File: src/rtl/mbmr_pkg.sv
// ----------------------------------------------------------------------------
// mbmr_pkg
// shared constants, table word layouts and controller types
// ----------------------------------------------------------------------------
`default_nettype none

package mbmr_pkg;

  localparam int NUM_FIXED  = 64;
  localparam int NUM_MOVING = 64;
  localparam int DIST_W     = 16;
  localparam int IDX_W      = 6;
  localparam int RATIO_W    = 9;
  localparam int FIX_AW     = $clog2(NUM_FIXED);
  localparam int MOV_AW     = $clog2(NUM_MOVING);
  localparam int PROD_W     = DIST_W + RATIO_W;
  localparam int CFG_W      = 16;
  localparam int CFG_IDX_W  = 1;

  localparam logic [CFG_IDX_W-1:0] REG_MAX_DISTANCE = 1'b0;
  localparam logic [CFG_IDX_W-1:0] REG_MAX_RATIO    = 1'b1;

  localparam logic OP_ADD  = 1'b0;
  localparam logic OP_EVAL = 1'b1;

  localparam logic [DIST_W-1:0]  MAX_DISTANCE_RST = 16'hFFFF;
  localparam logic [RATIO_W-1:0] MAX_RATIO_RST    = 9'd204;

  typedef enum logic [2:0] {
    ST_IDLE,
    ST_ADD_WR,
    ST_EV_RDF,
    ST_EV_RDM,
    ST_EV_CHK,
    ST_FLUSH
  } state_t;

  // fixed-side table word
  typedef struct packed {
    logic [DIST_W-1:0] best;
    logic [DIST_W-1:0] second;
    logic [MOV_AW-1:0] partner;
  } fix_word_t;

  // moving-side table word
  typedef struct packed {
    logic [DIST_W-1:0] best;
    logic [FIX_AW-1:0] partner;
  } mov_word_t;

  typedef struct packed {
    logic add_acc;
    logic ev_acc;
    logic add_wr;
    logic rd_fix;
    logic rd_mov;
    logic check;
    logic flush;
  } ctrl_cmd_t;

  typedef struct packed {
    logic scan_last;
  } ctrl_sts_t;

endpackage

`default_nettype wire

File: src/rtl/mbmr_ctrl.sv
// ----------------------------------------------------------------------------
// mbmr_ctrl
// sequencer for add read-modify-write and the evaluate scan
// ----------------------------------------------------------------------------
`default_nettype none

module mbmr_ctrl (
  input  wire logic                clk,
  input  wire logic                rst,
  input  wire logic                start,
  input  wire logic                operation,
  input  wire mbmr_pkg::ctrl_sts_t sts,
  output mbmr_pkg::ctrl_cmd_t      cmd,
  output logic                     busy
);

  mbmr_pkg::state_t state, state_next;

  always_ff @(posedge clk) begin
    if (rst) begin
      state <= mbmr_pkg::ST_IDLE;
    end else begin
      state <= state_next;
    end
  end

  always_comb begin
    state_next = state;
    cmd        = '0;
    busy       = 1'b1;
    case (state)
      mbmr_pkg::ST_IDLE: begin
        busy = 1'b0;
        if (start) begin
          if (operation == mbmr_pkg::OP_ADD) begin
            cmd.add_acc = 1'b1;
            state_next  = mbmr_pkg::ST_ADD_WR;
          end else begin
            cmd.ev_acc = 1'b1;
            state_next = mbmr_pkg::ST_EV_RDF;
          end
        end
      end
      mbmr_pkg::ST_ADD_WR: begin
        cmd.add_wr = 1'b1;
        state_next = mbmr_pkg::ST_IDLE;
      end
      mbmr_pkg::ST_EV_RDF: begin
        cmd.rd_fix = 1'b1;
        state_next = mbmr_pkg::ST_EV_RDM;
      end
      mbmr_pkg::ST_EV_RDM: begin
        cmd.rd_mov = 1'b1;
        state_next = mbmr_pkg::ST_EV_CHK;
      end
      mbmr_pkg::ST_EV_CHK: begin
        cmd.check  = 1'b1;
        state_next = sts.scan_last ? mbmr_pkg::ST_FLUSH : mbmr_pkg::ST_EV_RDF;
      end
      mbmr_pkg::ST_FLUSH: begin
        cmd.flush  = 1'b1;
        state_next = mbmr_pkg::ST_IDLE;
      end
      default: begin
        state_next = mbmr_pkg::ST_IDLE;
      end
    endcase
  end

endmodule

`default_nettype wire

File: config.mk
export PLATFORM = sky130hd
export DESIGN_NAME = mbmr_ctrl
export DESIGN_NICKNAME = d
export VERILOG_FILES = /design/src/rtl/mbmr_pkg.sv /design/src/rtl/mbmr_ctrl.sv
export SDC_FILE = /design/constraint.sdc
export NUM_CORES = 1
export LEC_CHECK = 0
export BUFFER_PORTS_ARGS = -buffer_cell sky130_fd_sc_hd__buf_2
export CAP_MARGIN = 0
export CORE_AREA = 3 3 40 42
export CTS_BUF_LIST = sky130_fd_sc_hd__clkbuf_4
export DETAILED_ROUTE_END_ITERATION = 8
export DIE_AREA = 0 0 43 45
export GPL_ROUTABILITY_DRIVEN = 0
export PLACE_DENSITY = 0.45
export SYNTH_ARGS = -nofsm -noshare
export SYNTH_HDL_FRONTEND = slang
export SYNTH_SLANG_ARGS = --single-unit
File: constraint.sdc
create_clock -name clk -period 1.1 [get_ports clk]
set_input_delay 0.22 -clock clk [delete_from_list [all_inputs] [get_ports clk]]
set_output_delay 0.22 -clock clk [all_outputs]
set_load 0.05 [all_outputs]
# --- Word-level counts from Yosys, hierarchy flattened ---
# Index checks and enable logic that the tools add are counted.
classes:
  n_reduce_logical: 1
  muxes: 14
  n_eq_ne: 6
op_table:
  columns: ["operator", "count"]
  rows:
  - ["$pmux 3 s4", 1]
  - ["$mux 1", 8]
  - ["$eq 3x2->1 const B", 2]
  - ["$eq 3x3->1 const B", 2]
  - ["$mux 2", 3]
  - ["$mux 3", 2]
  - ["$eq 3x1->1 const B", 1]
  - ["$logic_not 3->1", 1]
  - ["$ne 2x2->1 const B", 1]
word_totals:
  input_bits: 5
  elab_cells: 22
  output_inout_bits: 8
  reg_bits: 3

# --- Logic depth before layout (Yosys ltp) ---
# Gate-level depths: netlist of run 1.
depth:
  ltp_word: 3
  ltp_mapped: 4
  mapped_depth_nobuf: 3

# --- Worst setup path after synthesis of run 1 ---
# OpenSTA, ideal clock, no wires.
synth_timing:
  kind: "register -> output"
  from: "register state[1]"
  to: "output port cmd[3] in the netlist's numbering"
  arrival_time_ps: 1698
  n_path_buf: 1
  required_ps: 880
  path_stages_with_launch: 3
  setup_slack_ps: -818
  path_cell_list: "dfxtp_1 buf_2 nor3b_1"
synth_lines:
  columns: ["item", "line_no", "source"]
  rows:
  - ["start: declaration", "mbmr_ctrl.sv:17", "mbmr_pkg::state_t state, state_next;"]
  - ["start signal: assignment", "mbmr_ctrl.sv:21", "state <= mbmr_pkg::ST_IDLE;"]
  - ["start signal: assignment", "mbmr_ctrl.sv:23", "state <= state_next;"]
  - ["end: declaration", "mbmr_ctrl.sv:13", "output mbmr_pkg::ctrl_cmd_t cmd,"]

==> run metrics, run 1 <==
Initial Util=16.0%; drt via density=between 4 and 5; CTS tree=built; Sw Ratio=approximately a third; I/O pin total=13; sequential area share after synthesis=29.3%; placed insts=53; Worst slew margin=between 80% and 90%; largest net degree at the start of global routing=9; Final min period=1340 ps; critical path class=flop to primary output; Max clock buf depth=2; layout net count=55; Syn Inst Count=24; fill cell count=115; WP data arrival=1120 ps; post-place instance area=~350 sq um; Synth Register Bits=3; initial antenna violation count=0; CTS Buf Count=3; registers with the most flip-flops=state (3); Seq pwr share=22.6%; power per standard cell area=slightly above 1000 nW/um^2; Setup-failing EPs final=11; hold crit path type=input port to flop; P_int=between 0.0003 and 0.0004 W; Area Growth Syn to Fin=164%; Die ar.=1940 sq um; measured slew at the worst slew-check pin=between 200 and 300 ps; drt total wl=between 700 and 800 um; Synth Warn #=0; setup ws final=-239 ps; pre-CTS setup slack=-176 ps; unrepaired setup endpoints after global routing=true; Worst EP required=around 880 ps; vias in the first global route=around 290; DRC viols=0; Finished Cell Area=between 500 and 600 sq um; Critical Path Source Type=flop; net switching power=roughly 0.00018 W; drt first pass iters=3; Fmax=about 750 MHz; depth of the CTS H-tree=1; hold-fix buffers at CTS=0; Placement Rows=13; CP max FO=5; Reg clk slew, reported paths=about 40 ps; leakage power=0.261 nW; Total Routing Usage GR=under 10%; core region area=roughly 1300 sq um; failing checks=setup timing; ANT cells=0; status=finished with violations; mapped cell area=about 200 sq um; Slew Limit Fails=0; Clock Latency Late Sink=roughly 230 ps; max reg flops=3; Biggest register=state; Die Span X=between 40 and 50 um; wire length per cell=~11 um; VDD IR-drop max=0.000503 V; Cell variety after synth=14; Root Buffer=clkbuf_4; Hold Fails Final Rpt=0; fraction of layout cells with a size suffix above 1=roughly 84%; Max Cap Viol=0; detailed placement HPWL=468 um; gr ovfl total=0; final period utilization=122%; clk sink count=3; part of the power in the clock network=39.7%; DR iter-0 viols=1; Die Height=~45 um; Gate power share=between 30% and 40%; post-route ant nets=0; Buffers on Ports=12; type of element capturing the critical path=primary output; Syn Nets=29; vias after detailed routing=between 200 and 300; skew final=between 1.5 and 2 ps; first-pass GRT wire length=about 1200 um; Avg Cell Area, Syn=roughly 8.5 sq um; flop2flop setup slack=-150 ps; Cell Count, Final, Fillers Out=64
==> worst paths after layout <==
kind                    to     start  cells past startpoint
setup / recovery    cmd[1]  state[2]                      3
hold / removal    state[2]       rst                      2
hold reg to reg   state[0]  state[0]                      3
setup reg to reg  state[1]  state[1]                      4
==> worst max-delay path, stage by stage, from the launching register on <==
cell	delay, ps
dfxtp_2	360
buf_6	140
nor3b_4	200
buf_6	180
==> cells in the mapped netlist <==
| master | count | share of area [%] |
|---|---|---|
| and3_1 | 2 | 6.1 |
| nor3_1 | 2 | 4.9 |
| nor2_1 | 1 | 1.8 |
| dfxtp_1 | 3 | 29 |
| nor3b_2 | 1 | 6.1 |
| a2111oi_2 | 1 | 7.3 |
| nor3b_1 | 2 | 7.3 |
| buf_4 | 1 | 3.7 |
| o311a_1 | 2 | 9.8 |
| and3b_1 | 2 | 8.5 |
| buf_2 | 1 | 2.4 |
| inv_1 | 3 | 5.5 |
| a21oi_1 | 1 | 2.4 |
| o21ai_0 | 2 | 4.9 |
==> cells by family after synthesis <==
group,after synthesis,synth area share (%)
DFF,3,29.3
buffers and inverters,5,11.6
AOI/OAI and AO/OA,6,24.4
and+or+nand+nor,10,34.8
==> through the flow <==
step	hold slack [ps]	utilization [%]	TNS (ps)	total power, W
floorplan	285	-	-878	0.000231
global placement	413	27.3	-809	0.000274
detailed placement	421	27.3	-1010	0.000276
CTS	192	39.0	-2070	0.000547
global route	210	42.2	-2500	0.000577
finish	208	42.2	-1990	0.000546
==> cells in the final DEF (no fill, tap or decap), types with 2 or more instances in the layout <==
cell type / count
inv_1: 3
and3b_2: 2
clkbuf_4: 4
buf_4: 5
buf_2: 5
buf_6: 11
o21ai_0: 2
dfxtp_2: 2
o311a_1: 2
nor3_4: 2
and3_2: 2
nor3b_4: 3
==> power groups by stage <==
stage | clock, W | combinational [W] | sequential [W]
floorplan | 0 | 0.000105 | 0.000126
global placement | 0 | 0.000151 | 0.000123
detailed placement | 0 | 0.000154 | 0.000122
finish | 0.000217 | 0.000206 | 0.000124
CTS | 0.000233 | 0.000193 | 0.000121
global route | 0.000236 | 0.000217 | 0.000124
==> per-layer routing <==
metal | vias to the layer above | share of wire, % | GRT usage, %
met3 | 0 | 1.3 | 1.20
li1 | 138 | - | -
met2 | 2 | 63 | 15.3
met4 | 0 | 0 | 7.23
met1 | 128 | 36 | 8.41
met5 | - | 0 | 0
==> area by class of cell <==
class	instances	area, sq um	area share (%)
multi-input combinational	16	194	35.8
tap	15	18.8	3.46
clock buffer	4	30.0	5.54
inverter	3	11.3	2.08
timing repair buffer	23	221	40.9
sequential	3	66.3	12.2
==> repair_timing <==
item	in CTS	in global routing
pin swaps	4	3
gates resized for setup	23	6
setup buffers	4	2
cloned	1	0
setup endpoints to repair	10	11
(Power assumes the default switching activity.)
==> run 2, diff against run 1 <==
Settings changed: CELL_PAD_IN_SITES_DETAIL_PLACEMENT set to 1, CELL_PAD_IN_SITES_GLOBAL_PLACEMENT set to 1, PLACE_DENSITY 0.45 to 0.57.
==> run 2 against run 1 <==
Compared with the run above:
- the run still ends with setup timing left
- clock-buffer cell count stayed put
- largest power group is now combinational logic
- sequential share of layout area is 0.64 points lower
- non-clock buffer count is 4 higher
- final cell count is 6.3% higher
- core utilization is 4.0 points higher
- first-iteration DRC count is 100% higher
- combinational power is 8% higher
- critical path type unchanged
- highest routed layer unchanged
- global-route usage is 2.2 points higher
- maximum frequency is 2.9% lower
- via count is 11% higher
==> run metrics, run 2 (synthesized netlist as in run 1, its figures left out) <==
Critical Path Source Type=flop; total power=0.000562 W (+2.8%); depth of the CTS H-tree=1 (unchanged); DR iter-0 viols=2 (+1); Die ar.=1940 sq um (unchanged); Biggest register=state; WP data arrival=1160 ps (+40 ps); fraction of layout cells with a size suffix above 1=81.1% (-2.5 points); Reg clk slew, reported paths=40 ps (about the same); detailed placement HPWL=598 um (+28%); Hold WS=198 ps (-10.4 ps); Root Buffer=clkbuf_4; vias in the first global route=338 (+15%); status=finished with violations; post-route ant nets=0 (unchanged); unrepaired setup endpoints after global routing=true; Area Growth Syn to Fin=189%; core region area=1280 sq um (unchanged); Setup-failing EPs final=10 (-1); hold crit path type=input port to flop; Fmax=725 MHz (-2.9%); Initial Util=16.0% (unchanged); Slew Limit Fails=0 (unchanged); Hold Fails Final Rpt=0 (unchanged); measured slew at the worst slew-check pin=341 ps (+54.4 ps); max reg flops=3 (unchanged); clk sink count=3 (unchanged); CP max FO=3 (-2); wire length per cell=14.4 um (+28%); layout net count=59 (+7.3%); drt via density=4.38 (+4.7%); vias after detailed routing=298 (+11%); registers with the most flip-flops=state (3); CTS Buf Count=3 (unchanged); met2 usage=19.8% (+4.5 points); initial antenna violation count=0 (unchanged); drt total wl=981 um (+36%); power per standard cell area=947 nW/um^2 (-6.1%); Placement Rows=13 (unchanged); largest net degree at the start of global routing=11 (+2); setup ws final=-279 ps (-40.2 ps); leakage power=0.284 nW (+9.1%); most common cell after layout, fill and taps aside=buf_6; Worst slew margin=77.1% (-3.8 points); VDD IR-drop max=0.000552 V (+9.9%); gr ovfl total=0 (unchanged); Final min period=1380 ps (+40.2 ps); highest-count cells in the layout ignoring fill and taps=buf_6 (10), buf_4 (8), clkbuf_4 (4), buf_2 (4), buf_8 (4); Worst EP required=880 ps (about the same); Buffers on Ports=12 (unchanged); type of element capturing the critical path=primary output; Max Cap Viol=0 (unchanged); I/O pin total=13 (unchanged); Die Span X=43 um (unchanged); final period utilization=125% (+3.7 points); drt first pass iters=2 (-1); GR Util met3=2.79% (+1.6 points); CTS tree=built; first-pass GRT wire length=1490 um (+24%); hold-fix buffers at CTS=0 (unchanged); critical path class=flop to primary output; Total Routing Usage GR=10.6% (+2.2 points); failing checks=setup timing; final setup TNS=-2270 ps (-281 ps); skew final=0.932 ps (-0.755 ps); Clock Latency Late Sink=230 ps (about the same); ANT cells=0 (unchanged); DRC viols=0 (unchanged); Max clock buf depth=2 (unchanged); Die Height=45 um (unchanged); global routing's busiest layer=met2; flop2flop setup slack=-230 ps (-80 ps); met1 usage=10.3% (+1.9 points)
[run 2: cell types whose count changed in the layout (fill, tap and decap cells not counted), moves of 2 or more]
cell	change
and3_2	-2
buf_8	+3
and3_4	+2
buf_4	+3
[run 2: per-layer routing]
metal,routed length (um),vias to the layer above
li1,-,146
met1,348,143
met2,587,9
met3,45,0
met4,0,0
met5,0,-
[run 2: timing repair]
action                     in CTS  in global routing
cloned                          0                  1
gates resized for setup        27                  9
pin swaps                       3                  3
setup endpoints to repair      10                 11
buffers inserted                4                  2
[run 2: metrics by stage]
step | std cells | cell area [sq um] | utilization, % | worst slack (ps)
after floorplan | 24 | 248 | - | -169
after detailed placement | 57 | 368 | 28.6 | -269
after CTS | 65 | 518 | 40.3 | -274
after global routing | 68 | 593 | 46.2 | -331
after global placement | 57 | 368 | 28.6 | -167
final | 68 | 593 | 46.2 | -279
[run 2: layout make-up]
type	instances	area [sq um]
Tap cell	15	18.8
Timing Repair Buffer	27	278
Inverter	3	11.3
Fill cell	145	692
Multi-Input combinational cell	16	186
Clock buffer	4	30.0
Sequential cell	3	68.8
[run 2: where the power goes]
group	internal, W	leakage [nW]	switching [W]
Combinational	0.000108	0.240	0.000115
Sequential	0.000113	0.0264	0.0000113
Clock	0.000160	0.0184	0.0000543
[run 2: worst paths after layout]
check,startpoint,endpoint,depth (start not counted)
worst min register to register,state[0],state[0],3
worst min-delay path,rst,state[2],2
worst max register to register,state[2],state[1],5
worst max-delay path,state[2],cmd[6],3
[run 2: critical path, cell delays in order, from the launching register on]
cell     delay [ps]
dfxtp_4         360
nor3_4          210
and3_4          220
buf_8           140
